File: src/rtl/lcg_random_in_range_macros.svh
`ifndef LCG_RANDOM_IN_RANGE_MACROS_SVH
`define LCG_RANDOM_IN_RANGE_MACROS_SVH

// same-cycle implication, checked on every rising edge outside reset
`define LCGR_ASSERT_NOW(label, clk, rst_n, ante, cons) \
	label: assert property (@(posedge clk) disable iff (!rst_n) (ante) |-> (cons)) \
		else $error("lcgr assertion failed");

// next-cycle implication
`define LCGR_ASSERT_NEXT(label, clk, rst_n, ante, cons) \
	label: assert property (@(posedge clk) disable iff (!rst_n) (ante) |=> (cons)) \
		else $error("lcgr assertion failed");

`endif

File: src/rtl/lcgr_pkg.sv
package lcgr_pkg;

	localparam int unsigned DATA_W = 32;
	localparam int unsigned ADDR_W = 2;

	localparam logic [DATA_W-1:0] LCG_MUL    = 32'd1859;
	localparam logic [DATA_W-1:0] LCG_ADD    = 32'd3719;
	localparam logic [DATA_W-1:0] SPAN_LIMIT = 32'h7FFF_FFFF;

	// register map
	localparam logic [ADDR_W-1:0] ADDR_START_SEED = 2'd0;

	// how the result word is formed
	localparam logic [1:0] KIND_LOW = 2'd0;
	localparam logic [1:0] KIND_ERR = 2'd1;
	localparam logic [1:0] KIND_SUM = 2'd2;

	// divider operand select
	localparam logic DIV_SEL_SCALE = 1'b0;
	localparam logic DIV_SEL_DRAW  = 1'b1;

	typedef struct packed {
		logic signed [DATA_W-1:0] range_low;
		logic signed [DATA_W-1:0] range_high;
	} req_t;

	typedef struct packed {
		logic signed [DATA_W-1:0] value;
		logic                     range_error;
	} rsp_t;

	typedef struct packed {
		logic       load;
		logic       reseed;
		logic       advance;
		logic       div_start;
		logic       div_sel;
		logic       out_load;
		logic [1:0] kind;
	} ctrl_cmd_t;

	typedef struct packed {
		logic empty;
		logic seed_zero;
		logic span_big;
		logic div_busy;
		logic out_free;
	} dp_status_t;

endpackage

File: src/rtl/lcg_random_in_range.sv
// a normal draw checks the range, reloads the seed if it is zero, advances it and runs
//   two 32-step radix-2 divisions in turn; an empty range or oversized span skips them
// a new request is taken only in idle, once the last word has entered the result register
// a new word is computed while the last one waits, and loads only once that one is taken
// reset: arst_n clears the seed (unseeded), the start seed, the state machine and out_valid
module lcg_random_in_range import lcgr_pkg::*; (
	input  logic              clk,
	input  logic              arst_n,
	// request channel
	input  logic              in_valid,
	output logic              in_ready,
	input  req_t              in_data,
	// result channel
	output logic              out_valid,
	input  logic              out_ready,
	output rsp_t              out_data,
	// register port
	input  logic              psel,
	input  logic              penable,
	input  logic              pwrite,
	input  logic [ADDR_W-1:0] paddr,
	input  logic [DATA_W-1:0] pwdata,
	output logic [DATA_W-1:0] prdata,
	output logic              pready
);

	logic [DATA_W-1:0] start_seed_q;
	ctrl_cmd_t         cmd;
	dp_status_t        status;

	// register port: pready tied high, single register at offset zero
	assign pready = 1'b1;

	always_ff @(posedge clk or negedge arst_n) begin
		if (!arst_n) begin
			start_seed_q <= '0;
		end else if (psel && penable && pwrite && (paddr == ADDR_START_SEED)) begin
			start_seed_q <= pwdata;
		end
	end

	// unmapped offsets read back as zero
	assign prdata = (paddr == ADDR_START_SEED) ? start_seed_q : '0;

	// sequencer: check range, reseed if needed, advance, scale, divide, emit
	lcgr_ctrl u_ctrl (
		.clk      (clk),
		.arst_n   (arst_n),
		.in_valid (in_valid),
		.in_ready (in_ready),
		.status   (status),
		.cmd      (cmd)
	);

	// seed, bounds, shared divider and result register
	lcgr_dp u_dp (
		.clk        (clk),
		.arst_n     (arst_n),
		.cmd        (cmd),
		.status     (status),
		.in_data    (in_data),
		.start_seed (start_seed_q),
		.out_valid  (out_valid),
		.out_ready  (out_ready),
		.out_data   (out_data)
	);

endmodule

File: src/rtl/lcgr_div.sv
`include "lcg_random_in_range_macros.svh"

module lcgr_div import lcgr_pkg::*; (
	input  logic              clk,
	input  logic              arst_n,
	input  logic              start,
	input  logic [DATA_W-1:0] dividend,
	input  logic [DATA_W-1:0] divisor,
	output logic              busy,
	output logic [DATA_W-1:0] quotient
);

	localparam int unsigned CNT_W = $clog2(DATA_W);
	localparam logic [CNT_W-1:0] CNT_LAST = CNT_W'(DATA_W - 1);

	logic [DATA_W-1:0] rem_q;
	logic [DATA_W-1:0] quo_q;
	logic [DATA_W-1:0] dsr_q;
	logic [CNT_W-1:0]  cnt_q;
	logic              busy_q;
	logic [DATA_W:0]   shifted;
	logic [DATA_W:0]   trial;

	// restoring radix-2 step: one quotient bit per cycle
	assign shifted = {rem_q, quo_q[DATA_W-1]};
	assign trial   = shifted - {1'b0, dsr_q};

	always_ff @(posedge clk or negedge arst_n) begin
		if (!arst_n) begin
			busy_q <= 1'b0;
			cnt_q  <= '0;
		end else if (start) begin
			busy_q <= 1'b1;
			cnt_q  <= '0;
		end else if (busy_q) begin
			cnt_q <= cnt_q + 1'b1;
			if (cnt_q == CNT_LAST) begin
				busy_q <= 1'b0;
			end
		end
	end

	always_ff @(posedge clk) begin
		if (start) begin
			rem_q <= '0;
			quo_q <= dividend;
			dsr_q <= divisor;
		end else if (busy_q) begin
			if (!trial[DATA_W]) begin
				rem_q <= trial[DATA_W-1:0];
				quo_q <= {quo_q[DATA_W-2:0], 1'b1};
			end else begin
				rem_q <= shifted[DATA_W-1:0];
				quo_q <= {quo_q[DATA_W-2:0], 1'b0};
			end
		end
	end

	assign busy     = busy_q;
	assign quotient = quo_q;

	`LCGR_ASSERT_NEXT(a_start_busy, clk, arst_n, start, busy_q && cnt_q == '0)
	`LCGR_ASSERT_NEXT(a_last_step, clk, arst_n, busy_q && !start && cnt_q == CNT_LAST, !busy_q)

endmodule

File: src/rtl/lcgr_dp.sv
module lcgr_dp import lcgr_pkg::*; (
	input  logic              clk,
	input  logic              arst_n,
	input  ctrl_cmd_t         cmd,
	output dp_status_t        status,
	input  req_t              in_data,
	input  logic [DATA_W-1:0] start_seed,
	output logic              out_valid,
	input  logic              out_ready,
	output rsp_t              out_data
);

	logic signed [DATA_W-1:0] lo_q;
	logic signed [DATA_W-1:0] hi_q;
	logic [DATA_W-1:0]        seed_q;
	logic                     out_valid_q;
	rsp_t                     out_q;
	logic [DATA_W:0]          span;
	logic [DATA_W-1:0]        mag;
	logic [DATA_W-1:0]        div_dividend;
	logic [DATA_W-1:0]        div_divisor;
	logic [DATA_W-1:0]        div_quo;
	logic                     div_busy;

	// span = hi - lo + 1 in one extra bit
	assign span = {hi_q[DATA_W-1], hi_q} - {lo_q[DATA_W-1], lo_q} + 1'b1;
	// magnitude of the seed read as signed; the most negative seed gives 2^31
	assign mag  = seed_q[DATA_W-1] ? (~seed_q + 1'b1) : seed_q;

	always_ff @(posedge clk) begin
		if (cmd.load) begin
			lo_q <= in_data.range_low;
			hi_q <= in_data.range_high;
		end
	end

	always_ff @(posedge clk or negedge arst_n) begin
		if (!arst_n) begin
			seed_q <= '0;
		end else if (cmd.reseed) begin
			seed_q <= start_seed * LCG_MUL + LCG_ADD;
		end else if (cmd.advance) begin
			seed_q <= seed_q * LCG_MUL + LCG_ADD;
		end
	end

	always_comb begin
		if (cmd.div_sel == DIV_SEL_DRAW) begin
			div_dividend = mag;
			div_divisor  = div_quo;
		end else begin
			div_dividend = SPAN_LIMIT;
			div_divisor  = span[DATA_W-1:0];
		end
	end

	lcgr_div u_div (
		.clk      (clk),
		.arst_n   (arst_n),
		.start    (cmd.div_start),
		.dividend (div_dividend),
		.divisor  (div_divisor),
		.busy     (div_busy),
		.quotient (div_quo)
	);

	always_ff @(posedge clk or negedge arst_n) begin
		if (!arst_n) begin
			out_valid_q <= 1'b0;
		end else if (cmd.out_load) begin
			out_valid_q <= 1'b1;
		end else if (out_ready) begin
			out_valid_q <= 1'b0;
		end
	end

	always_ff @(posedge clk) begin
		if (cmd.out_load) begin
			case (cmd.kind)
				KIND_SUM: begin
					out_q.value       <= lo_q + $signed(div_quo);
					out_q.range_error <= 1'b0;
				end
				KIND_ERR: begin
					out_q.value       <= lo_q;
					out_q.range_error <= 1'b1;
				end
				default: begin
					out_q.value       <= lo_q;
					out_q.range_error <= 1'b0;
				end
			endcase
		end
	end

	assign status.empty     = (hi_q <= lo_q);
	assign status.seed_zero = (seed_q == '0);
	assign status.span_big  = (span > {1'b0, SPAN_LIMIT});
	assign status.div_busy  = div_busy;
	assign status.out_free  = !out_valid_q || out_ready;

	assign out_valid = out_valid_q;
	assign out_data  = out_q;

endmodule

File: src/rtl/lcgr_ctrl.sv
`include "lcg_random_in_range_macros.svh"

module lcgr_ctrl import lcgr_pkg::*; (
	input  logic       clk,
	input  logic       arst_n,
	input  logic       in_valid,
	output logic       in_ready,
	input  dp_status_t status,
	output ctrl_cmd_t  cmd
);

	localparam logic [2:0] ST_IDLE    = 3'd0;
	localparam logic [2:0] ST_CHECK   = 3'd1;
	localparam logic [2:0] ST_RESEED  = 3'd2;
	localparam logic [2:0] ST_ADVANCE = 3'd3;
	localparam logic [2:0] ST_DRAW    = 3'd4;
	localparam logic [2:0] ST_DIVA    = 3'd5;
	localparam logic [2:0] ST_DIVB    = 3'd6;
	localparam logic [2:0] ST_FINISH  = 3'd7;

	logic [2:0] state_q;
	logic [2:0] state_d;
	logic [1:0] kind_q;
	logic [1:0] kind_d;

	always_comb begin
		state_d  = state_q;
		kind_d   = kind_q;
		cmd      = '0;
		in_ready = 1'b0;
		case (state_q)
			ST_IDLE: begin
				in_ready = 1'b1;
				if (in_valid) begin
					cmd.load = 1'b1;
					state_d  = ST_CHECK;
				end
			end
			ST_CHECK: begin
				if (status.empty) begin
					kind_d  = KIND_LOW;
					state_d = ST_FINISH;
				end else if (status.seed_zero) begin
					state_d = ST_RESEED;
				end else begin
					state_d = ST_ADVANCE;
				end
			end
			ST_RESEED: begin
				cmd.reseed = 1'b1;
				state_d    = ST_ADVANCE;
			end
			ST_ADVANCE: begin
				cmd.advance = 1'b1;
				state_d     = ST_DRAW;
			end
			ST_DRAW: begin
				if (status.span_big) begin
					kind_d  = KIND_ERR;
					state_d = ST_FINISH;
				end else begin
					cmd.div_start = 1'b1;
					cmd.div_sel   = DIV_SEL_SCALE;
					state_d       = ST_DIVA;
				end
			end
			ST_DIVA: begin
				if (!status.div_busy) begin
					cmd.div_start = 1'b1;
					cmd.div_sel   = DIV_SEL_DRAW;
					state_d       = ST_DIVB;
				end
			end
			ST_DIVB: begin
				cmd.div_sel = DIV_SEL_DRAW;
				if (!status.div_busy) begin
					kind_d  = KIND_SUM;
					state_d = ST_FINISH;
				end
			end
			ST_FINISH: begin
				cmd.kind = kind_q;
				if (status.out_free) begin
					cmd.out_load = 1'b1;
					state_d      = ST_IDLE;
				end
			end
			default: begin
				state_d = ST_IDLE;
			end
		endcase
	end

	always_ff @(posedge clk or negedge arst_n) begin
		if (!arst_n) begin
			state_q <= ST_IDLE;
			kind_q  <= KIND_LOW;
		end else begin
			state_q <= state_d;
			kind_q  <= kind_d;
		end
	end

	`LCGR_ASSERT_NOW(a_start_idle_div, clk, arst_n, cmd.div_start, !status.div_busy)
	`LCGR_ASSERT_NOW(a_load_free_slot, clk, arst_n, cmd.out_load, status.out_free)

endmodule
File: config.mk
export PLATFORM = sky130hd
export DESIGN_NAME = lcg_random_in_range
export DESIGN_NICKNAME = d
export VERILOG_FILES = /design/src/rtl/lcgr_pkg.sv /design/src/rtl/lcg_random_in_range.sv /design/src/rtl/lcgr_div.sv /design/src/rtl/lcgr_dp.sv /design/src/rtl/lcgr_ctrl.sv
export VERILOG_INCLUDE_DIRS = /design/src /design/src/rtl
export SDC_FILE = /design/constraint.sdc
export NUM_CORES = 1
export LEC_CHECK = 0
export BUFFER_PORTS_ARGS = -buffer_cell sky130_fd_sc_hd__buf_2
export CORE_MARGIN = 2
export CORE_UTILIZATION = 55
export DETAILED_ROUTE_END_ITERATION = 8
export GPL_ROUTABILITY_DRIVEN = 0
export GPL_TIMING_DRIVEN = 0
export PLACE_DENSITY = 0.77
export SYNTH_ARGS = -nofsm -noshare
export SYNTH_HDL_FRONTEND = slang
export SYNTH_SLANG_ARGS = --single-unit
File: constraint.sdc
create_clock -name clk -period 6 [get_ports clk]
set_input_delay 0.6 -clock clk [delete_from_list [all_inputs] [get_ports clk]]
set_output_delay 0.6 -clock clk [all_outputs]
set_load 0.05 [all_outputs]
==> run_results.csv, run 1 <==
group,metric,value,unit
status,status,"completed",
clocking,cts_tree,"done",
synth,syn_inst,2959,
sta,slew_headroom,8.26,%
grt,grt_overflow,0,
worst_setup_path,cp_top_family,"adder cells",
worst_setup_path,r2r_start,"u_dp.seed_q[2]",
synth,yosysWarningCount,0,
worst_setup_path,crit_buf_inv,4,
synth,synthArstFlopShare,28.3,%
synth,synth-main-ff-cell,"edfxtp_1",
sta,max_freq,168,MHz
clocking,cts_buffers,35,
floorplan,fp.dieH,229,um
grt,grt_pass1_wl,118000,um
worst_setup_path,critPathLaunchType,"flip-flop",
worst_setup_path,critPathArrivalTime,6.34,ns
min_path,hold_depth,1,
clocking,clk_pin_slew,0.06,ns
floorplan,fp.coreArea,0.0502,mm^2
worst_setup_path,cp_cell_sequence,"inv_2 > fa_1 > inv_1 > fa_1 > fa_1 > inv_1 > fa_1 > fa_1 > inv_1 > ha_2 > or4b_2 > o21ai_1 > a211o_1 > a2111o_1 > o211ai_1 > o31a_1 > or3_1 > a31oi_1 > a22oi_2",
worst_setup_path,cp.depth,19,
synth,synth_edf_count,161,
worst_setup_path,rrSetupSlack,0.05,ns
grt,grt_max_degree,65,
grt,grt_pass1_vias,23446,
floorplan,dieArea,0.0526,mm^2
floorplan,die_w,229,um
synth,ys_types,94,
detailed_routing,vias,22547,
worst_setup_path,cp-startpoint,"u_dp.seed_q[2]",
worst_setup_path,required,6.40,ns
clocking,worstSkewPairLatency,0.59,ns
detailed_routing,drtIter0Drc,1444,
detailed_routing,viasPerCell,5.80,
synth,synth_seq_area_share,26.4,%
worst_setup_path,cp_slowest_cell,"or4b_2",
final_layout,layout.cells.non_filler,3885,
sta,timing.final.crit_share,99.1,%
clocking,cts.sinks,269,
worst_setup_path,reg2reg_depth,19,
worst_setup_path,r2r-end,"u_dp.seed_q[31]",
synth,avgSynthCellArea,9.43,um^2
detailed_routing,ant_nets,0,
worst_setup_path,critical_path_class,"reg -> reg",
detailed_routing,drc,0,
detailed_routing,dr.pass1.iters,6,
final_layout,diodes,0,
floorplan,pin_count,173,
sta,setup_viol,0,
synth,synth_nets,3665,
worst_setup_path,critPathCapture,"u_dp.seed_q[31]",
final_layout,drive_gt1_share,10.8,%
sta,hold_viol,0,
final_layout,fillCellCount,4010,
place,dpl.cell_count,3804,
grt,antenna_found_initial,0,
worst_setup_path,critPathMaxStageDelay,0.69,ns
final_layout,syn2layout_area_growth,11.2,%
synth,syn-cell-area,0.0279,mm^2
sta,finClkSkew,0.0280,ns
floorplan,rows,82,
grt,grtUsageTotal,27.8,%
floorplan,start_util,55.6,%
sta,grt_setup_unrepaired,"yes",
detailed_routing,finalWirelength,73000,um
clocking,ctsRootBufferMaster,"clkbuf_16",
job,drv_cap,0,
sta,fin_crit,5.95,ns
final_layout,layout.nets,3892,
worst_setup_path,crit_path_end_kind,"flip-flop",
place,dp_hpwl,58200,um
synth,ys_ff_latch,269,
sta,worst_pin_slew,1.37,ns
sta,slew_viol_final,0,
worst_setup_path,cp_max_fo,5,
worst_setup_path,crit_top_cell,"fa_1",
clocking,cts_buffer_depth,3,
place,numPortBuffers,171,
detailed_routing,post_drt_wl_per_cell,18.8,um
min_path,min_path_type,"in -> reg",
clocking,htreeDepth,2,
==> layer usage <==
layer / wire length, um / track usage [%] / vias to the layer above
met5: 0 / 0 / -
li1: - / - / 10611
met1: 28200 / 32.9 / 10831
met2: 36100 / 49.3 / 879
met3: 4930 / 4.12 / 226
met4: 3750 / 14.0 / 0
==> area by class of cell <==
class                           instances  area, um^2  share of cell area (%)
Sequential cell                       269        7390                    23.8
Timing Repair Buffer                  190        1040                    3.34
Clock buffer                           47         971                    3.13
Inverter                              541        2050                    6.59
Tap cell                              672         841                    2.71
Multi-Input combinational cell       2074       18200                    58.8
Clock inverter                         17         175                   0.564
Buffer                                 75         347                    1.12
==> sequential cells by signal, summed over array words and instances (netlist names), 2 cells and up <==
signal and flops:
start_seed_q 32, u_ctrl.kind_q 2, u_ctrl.state_q 3, u_dp.hi_q 32, u_dp.lo_q 32, u_dp.out_data 33
u_dp.seed_q 32, u_dp.u_div.cnt_q 5, u_dp.u_div.dsr_q 32, u_dp.u_div.quotient 32, u_dp.u_div.rem_q 32
==> cell families after synthesis <==
group / share of synthesized area [%]
muxes: 1.89
adders and majority gates: 32.2
and+or+nand+nor: 9.73
AOI/OAI and AO/OA: 15.6
xor gates and xnor gates: 5.58
DFF: 26.4
other: 0.0134
buffers and inverters: 8.52
==> per-stage QoR <==
step | area [um^2] | setup TNS (ns) | setup slack (ns) | hold slack, ns | util (%)
after floorplan | 27900 | 0 | 0.395 | 0.304 | -
after CTS | 30900 | 0 | 0.000333 | 0.178 | 61.6
after global placement | 29600 | -0.304 | -0.280 | 0.460 | 59.0
after detailed placement | 29700 | -0.452 | -0.331 | 0.469 | 59.1
final | 31100 | 0 | 0.0512 | 0.191 | 61.9
after global routing | 31100 | -0.0858 | -0.0858 | 0.177 | 61.9
==> worst register-to-register path, delay by kind of cell (launching register included) <==
family	cells	cell delay [ns]
buf+inv	4	0.25
fa+ha+maj	6	2.82
flops	1	0.39
simple gates	2	1.04
compound gates	7	1.25
==> timing repair <==
action	CTS	global route
pin swaps	2	8
setup endpoints to repair	5	8
gates resized for setup	12	23
hold buffers	1	0
buffers inserted	6	10
endpoints found under the hold margin	12	0
==> placed cells by master, fill, tap and decap left out, types with 19 or more instances in the layout <==
cell and instances:
dfrtp_1 67, nand4_1 19, nand2_1 212, nand3_1 34, a21oi_1 159, o22ai_1 26, ha_1 399, xnor2_1 124
xor2_1 51, buf_4 22, a31oi_1 46, dfxtp_1 32, clkbuf_16 35, o21ai_1 21, a21o_1 55, inv_1 530
nor2_1 120, fa_1 196, nand2b_1 25, nor3_1 42, o211ai_1 27, edfxtp_1 161, buf_2 181, o21ai_0 145
clkbuf_1 56, mux2i_1 37, a211oi_1 48, o21bai_1 19
==> synthesized netlist by cell type, drive strengths merged, types with 14 or more instances <==
cell type,n,share of area [%]
mux2,14,0.56
buf,24,0.55
o21bai,20,0.55
o21ai,166,3.0
a21oi,162,3.0
nor2b,18,0.40
nand4,19,0.43
nand2b,25,0.56
dfxtp,32,2.3
o22ai,26,0.58
nor2,120,1.6
clkbuf,51,0.69
o21a,15,0.40
nand3,35,0.65
and3,16,0.36
xnor2,126,4.0
o211ai,27,0.73
a31oi,47,1.1
nor3,42,0.75
xor2,51,1.6
dfrtp,76,6.8
nor4,14,0.31
mux2i,37,1.3
inv,540,7.3
a211oi,48,1.3
a21o,55,1.5
nand2,215,2.9
fa,197,14
o31ai,20,0.54
ha,404,18
and2,18,0.40
edfxtp,161,17
==> worst min-delay path by stage <==
stage / from / to / slack, ns
CTS: in_data[32] / u_dp.lo_q[0] / 0.18
finish: in_data[32] / u_dp.lo_q[0] / 0.19
detailed placement: arst_n / start_seed_q[31] / 0.47
global placement: u_dp.u_div.rem_q[21] / u_dp.u_div.rem_q[21] / 0.46
floorplan: arst_n / start_seed_q[0] / 0.30
global route: in_data[7] / u_dp.hi_q[7] / 0.18
Power of run 1 is left out: the tool's default activity adds up to more than one toggle a clock period on the data nets, which glitch-free logic cannot reach.
==> inputs of run 2 (changes only) <==
--- a/config.mk
+++ b/config.mk
@@ -15,4 +15,5 @@
 export PLACE_DENSITY = 0.77
 export SYNTH_ARGS = -nofsm -noshare
 export SYNTH_HDL_FRONTEND = slang
+export SYNTH_HIERARCHICAL = 1
 export SYNTH_SLANG_ARGS = --single-unit
==> run_results.csv, run 2 <==
group,metric,value,unit
detailed_routing,drtIter0Drc,1340,
synth,synth_seq_area_share,25.5,%
detailed_routing,vias,22107,
clocking,cts.sinks,269,
final_layout,final-seq-area,0.00738,mm^2
sta,slew_headroom,20.2,%
clocking,worstSkewPairLatency,0.57,ns
final_layout,syn2layout_area_growth,10.5,%
floorplan,pin_count,173,
grt,grt_pass1_vias,22704,
grt,grt_overflow,0,
worst_setup_path,critPathArrivalTime,6.21,ns
sta,worst_pin_slew,1.19,ns
job,drv_cap,0,
synth,syn_inst,3017,
synth,synthTopCellsByCount,"inv_1, ha_1, fa_1, nand2_1, edfxtp_1",
final_layout,layout.nets,3940,
synth,synth_xor_area_share,4.84,%
synth,synth.top_cells.by_area,"ha_1, edfxtp_1, fa_1",
sta,setup_viol,0,
clocking,cts_buffer_depth,3,
status,status,"completed",
worst_setup_path,cp_max_fo,6,
detailed_routing,viasPerCell,5.61,
worst_setup_path,critical_path_class,"reg -> reg",
grt,antenna_found_initial,0,
synth,synth.most_common_cell,"inv_1",
final_layout,fillCellCount,4406,
clocking,cts_buffers,34,
place,numPortBuffers,171,
worst_setup_path,required,6.45,ns
synth,synth-compound-area-share,14.3,%
detailed_routing,drc,0,
grt,grtUsageTotal,26.3,%
synth,synthAdderAreaFrac,31.3,%
final_layout,diodes,0,
synth,synth_edf_count,161,
clocking,ctsRootBufferMaster,"clkbuf_16",
synth,muxShareOfSynthArea,4.77,%
detailed_routing,finalWirelength,70100,um
sta,max_freq,174,MHz
detailed_routing,dr.pass1.iters,5,
sta,finClkSkew,0.0229,ns
min_path,min_path_type,"in -> reg",
detailed_routing,ant_nets,0,
worst_setup_path,reg2reg_depth,19,
floorplan,dieArea,0.0545,mm^2
synth,synth-main-ff-cell,"edfxtp_1",
synth,synthArstFlopShare,28.3,%
final_layout,multiInputGateArea,0.0191,mm^2
worst_setup_path,crit_path_end_kind,"flip-flop",
floorplan,rows,84,
floorplan,start_util,55.3,%
clocking,cts_tree,"done",
synth,ys_types,109,
clocking,clk_pin_slew,0.06,ns
floorplan,fp.coreArea,0.0523,mm^2
synth,yosys.area_share.simple,10.6,%
sta,slew_viol_final,0,
sta,hold_viol,0,
floorplan,fp.dieH,233,um
clocking,htreeDepth,2,
synth,synth_top_family_by_area,"adder cells",
final_layout,layout.cells.non_filler,3942,
synth,ys_ff_latch,269,
synth,syn-cell-area,0.0290,mm^2
place,dpl.cell_count,3880,
sta,grt_setup_unrepaired,"no",
floorplan,die_w,233,um
final_layout,largest_reg_flops,33,
final_layout,final_cell_mix,"inv_1, ha_1, fa_1, buf_2, nand2_1",
sta,fin_crit,5.75,ns
synth,synth_nets,3728,
min_path,hold_depth,1,
synth,synth_top_area_cell,"ha_1",
synth,yosysWarningCount,6,
final_layout,layout_commonest_cell,"inv_1",
sta,timing.final.crit_share,95.9,%
grt,grt_max_degree,67,
final_layout,drive_gt1_share,12.2,%
grt,grt_pass1_wl,114000,um
synth,avgSynthCellArea,9.60,um^2
detailed_routing,post_drt_wl_per_cell,17.8,um
synth,synth_top_area_share,17.6,%
worst_setup_path,critPathLaunchType,"flip-flop",
place,dp_hpwl,56100,um
-- run 2: timing repair --
item                       CTS  global route
setup endpoints to repair  100           101
resized for setup            6            15
hold endpoints to repair    10             0
setup buffers                1             0
cloned                       0             0
hold buffers                 1             0
pin swaps                    1             0
-- run 2: final timing paths --
check / from / slack, ns / end
worst min-delay path: in_data[53] / 0.20 / u_dp/lo_q[21]
worst max-delay path: start_seed_q[4] / 0.25 / u_dp/seed_q[30]
min in group asynchronous: arst_n / 0.42 / start_seed_q[26]
worst min register to register: u_ctrl/kind_q[1] / 0.49 / u_ctrl/kind_q[1]
worst max register to register: start_seed_q[4] / 0.25 / u_dp/seed_q[30]
max in group asynchronous: arst_n / 4.95 / u_dp/seed_q[4]
-- run 2: cell type report --
class / instances / area share, %
plain buffers: 80 / 1.39
clock buffers: 38 / 2.77
clock inverters: 23 / 0.856
inverters: 555 / 6.51
multi-input cells: 2112 / 59.7
flip-flops and latches: 269 / 23.1
well taps: 688 / 2.69
repair buffers: 177 / 2.97
-- run 2: logic make-up after synthesis --
logic type	Yosys count
adder cells (fa/ha/maj)	606
XOR/XNOR	158
flip-flops	269
buffers and inverters	636
multiplexers	117
other	1
AND/OR/NAND/NOR	615
AO/OA/AOI/OAI	615
-- run 2: critical path: stages, from the launching register on --
cell and delay, ns:
dfrtp_1 0.49, inv_1 0.17, fa_1 0.51, inv_1 0.06
fa_1 0.49, fa_1 0.55, inv_1 0.06, fa_1 0.45
fa_1 0.51, inv_1 0.04, ha_1 0.35, and4_1 0.27
nand3_1 0.11, nor3_1 0.05, or2_1 0.27, o2111ai_1 0.33
a31oi_1 0.23, o31ai_1 0.30, xor2_1 0.11, a221oi_1 0.29
-- run 2: per-layer routing --
metal	global-route usage (%)	wire length, um	vias up
met3	3.37	3460	164
met5	0	0	-
met4	12.9	3350	0
met1	31.8	29200	10650
li1	-	-	10706
met2	46.2	34200	587
-- run 2: stage by stage --
| step | hold slack, ns | util [%] | setup WS (ns) | area [um^2] | setup TNS, ns |
|---|---|---|---|---|---|
| after floorplan | 0.304 | - | 0.110 | 29000 | 0 |
| after detailed placement | 0.459 | 58.8 | -0.948 | 30800 | -65.65 |
| after global placement | 0.467 | 58.6 | -1.78 | 30700 | -156.48 |
| final | 0.202 | 61.1 | 0.246 | 32000 | 0 |
| after CTS | 0.177 | 61.1 | 0.0837 | 32000 | 0 |
| after global routing | 0.187 | 61.1 | 0.00770 | 32000 | 0 |
Power of run 2 is left out for the same reason.
==> inputs of run 3 (changes only) <==
--- a/config.mk
+++ b/config.mk
@@ -11,9 +11,8 @@
 export CORE_UTILIZATION = 55
 export DETAILED_ROUTE_END_ITERATION = 8
 export GPL_ROUTABILITY_DRIVEN = 0
-export GPL_TIMING_DRIVEN = 0
+export GPL_TIMING_DRIVEN = 1
 export PLACE_DENSITY = 0.77
 export SYNTH_ARGS = -nofsm -noshare
 export SYNTH_HDL_FRONTEND = slang
-export SYNTH_HIERARCHICAL = 1
 export SYNTH_SLANG_ARGS = --single-unit
==> run_results.csv, run 3 (synthesis results as in run 1) <==
group,metric,value,unit
sta,timing.final.crit_share,96.2,%
worst_setup_path,crit_path_end_kind,"flip-flop",
status,status,"completed",
final_layout,drive_gt1_share,9.91,%
final_layout,diodes,0,
place,dpl.cell_count,3756,
grt,busiest_layer,"met2",
worst_setup_path,critPathLaunchType,"flip-flop",
worst_setup_path,critPathArrivalTime,6.20,ns
sta,tns,0,ns
sta,worst_pin_slew,1.26,ns
place,dp_hpwl,54100,um
final_layout,layout.nets,3829,
grt,use_met2,47.5,%
worst_setup_path,cp_cell_sequence,"inv_1 > fa_1 > inv_1 > fa_1 > ha_1 > inv_1 > fa_1 > fa_1 > inv_1 > ha_1 > a21o_1 > a21o_1 > a21o_1 > a211oi_1 > o21a_1 > o211ai_1 > o31a_1 > or3_1 > a31oi_1 > a22oi_1",
clocking,ctsRootBufferMaster,"clkbuf_16",
worst_setup_path,cp_max_fo,6,
final_layout,fillCellCount,4051,
sta,hold_viol,0,
clocking,cts.sinks,269,
worst_setup_path,critical_path_class,"reg -> reg",
clocking,htreeDepth,2,
detailed_routing,viasPerCell,5.70,
clocking,cts_tree,"done",
worst_setup_path,cp_slowest_cell,"fa_1",
floorplan,start_util,55.6,%
floorplan,rows,82,
detailed_routing,vias,21767,
floorplan,die_w,229,um
place,numPortBuffers,171,
final_layout,largest_reg_flops,33,
floorplan,pin_count,173,
grt,grt_overflow,0,
sta,finClkSkew,0.0180,ns
detailed_routing,drc,0,
sta,max_freq,173,MHz
grt,gr-usage-met1,31.9,%
sta,slew_headroom,15.3,%
sta,setup_viol,0,
grt,grt_pass1_vias,22808,
worst_setup_path,crit_buf_inv,4,
final_layout,layout.cells.non_filler,3821,
worst_setup_path,required,6.43,ns
floorplan,fp.dieH,229,um
floorplan,dieArea,0.0526,mm^2
job,drv_cap,0,
sta,slew_viol_final,0,
final_layout,syn2layout_area_growth,9.83,%
final_layout,final_cell_mix,"inv_1, ha_1, nand2_1, fa_1, buf_2",
clocking,worstSkewPairLatency,0.57,ns
clocking,cts_buffer_depth,3,
min_path,min_path_type,"in -> reg",
final_layout,layout_commonest_cell,"inv_1",
detailed_routing,finalWirelength,67800,um
grt,grtUsageTotal,26.2,%
clocking,cts_buffers,34,
final_layout,fin_area,0.0307,mm^2
worst_setup_path,critPathMaxStageDelay,0.57,ns
grt,grt_pass1_wl,113000,um
sta,fin_crit,5.77,ns
detailed_routing,post_drt_wl_per_cell,17.8,um
grt,antenna_found_initial,0,
grt,grt.met3_usage,3.75,%
worst_setup_path,cp_top_family,"adder cells",
clocking,clk_pin_slew,0.06,ns
place,dpl_cell_area,0.0295,mm^2
sta,grt_setup_unrepaired,"no",
detailed_routing,ant_nets,0,
floorplan,fp.coreArea,0.0502,mm^2
detailed_routing,drtIter0Drc,1515,
detailed_routing,dr.pass1.iters,6,
grt,grt_max_degree,65,
==> run 3: cell types whose count changed in the layout (fill, tap and decap cells not counted), moves of 16 or more <==
cell	delta
and2_1	-30
a31oi_1	+26
mux2_2	-31
and3_1	-21
buf_4	+24
nand2_1	+36
mux2_4	-31
nor2_1	-16
xnor2_1	+23
clkbuf_1	-40
o22ai_1	+22
==> run 3: cell type report <==
cell class                      count  area, um^2  share of cell area (%)
Tap cell                          672         841                    2.74
Inverter                          541        2030                    6.62
Clock buffer                       46         937                    3.06
Timing Repair Buffer              203        1110                    3.63
Clock inverter                     16         165                   0.539
Multi-Input combinational cell   2074       18200                    59.3
Sequential cell                   269        7380                    24.1
==> run 3: per-stage QoR <==
stage / setup WS [ns] / util (%) / hold WS (ns)
global route: 0.0106 / 61.1 / 0.189
CTS: 0.127 / 61.1 / 0.188
global placement: 0.184 / 58.9 / 0.455
detailed placement: 0.135 / 58.9 / 0.460
floorplan: 0.395 / - / 0.304
finish: 0.227 / 61.1 / 0.209
==> run 3: per-layer routing <==
| layer | up-vias | part of all wire, % |
|---|---|---|
| li1 | 10471 | - |
| met1 | 10544 | 42 |
| met2 | 618 | 50 |
| met3 | 134 | 5.0 |
| met4 | 0 | 3.1 |
| met5 | - | 0 |
==> run 3: repair_timing <==
item	4_1_cts	5_1_grt
hold buffers	1	0
resized for setup	0	6
endpoints found under the hold margin	31	0
setup buffers	0	2
endpoints found under the setup margin	0	5
==> run 3: final timing paths <==
kind                                      start                    to  slack (ns)  depth (start not counted)
min in group asynchronous                arst_n      start_seed_q[11]        0.52                          2
max in group asynchronous                arst_n        u_dp.seed_q[8]        4.39                          3
min                                 in_data[60]         u_dp.lo_q[28]        0.21                          1
max                              u_dp.seed_q[7]       u_dp.seed_q[31]        0.23                         20
max reg2reg                      u_dp.seed_q[7]       u_dp.seed_q[31]        0.23                         20
min reg2reg                u_dp.u_div.rem_q[27]  u_dp.u_div.rem_q[27]        0.48                          2
Power of run 3 is left out for the same reason.
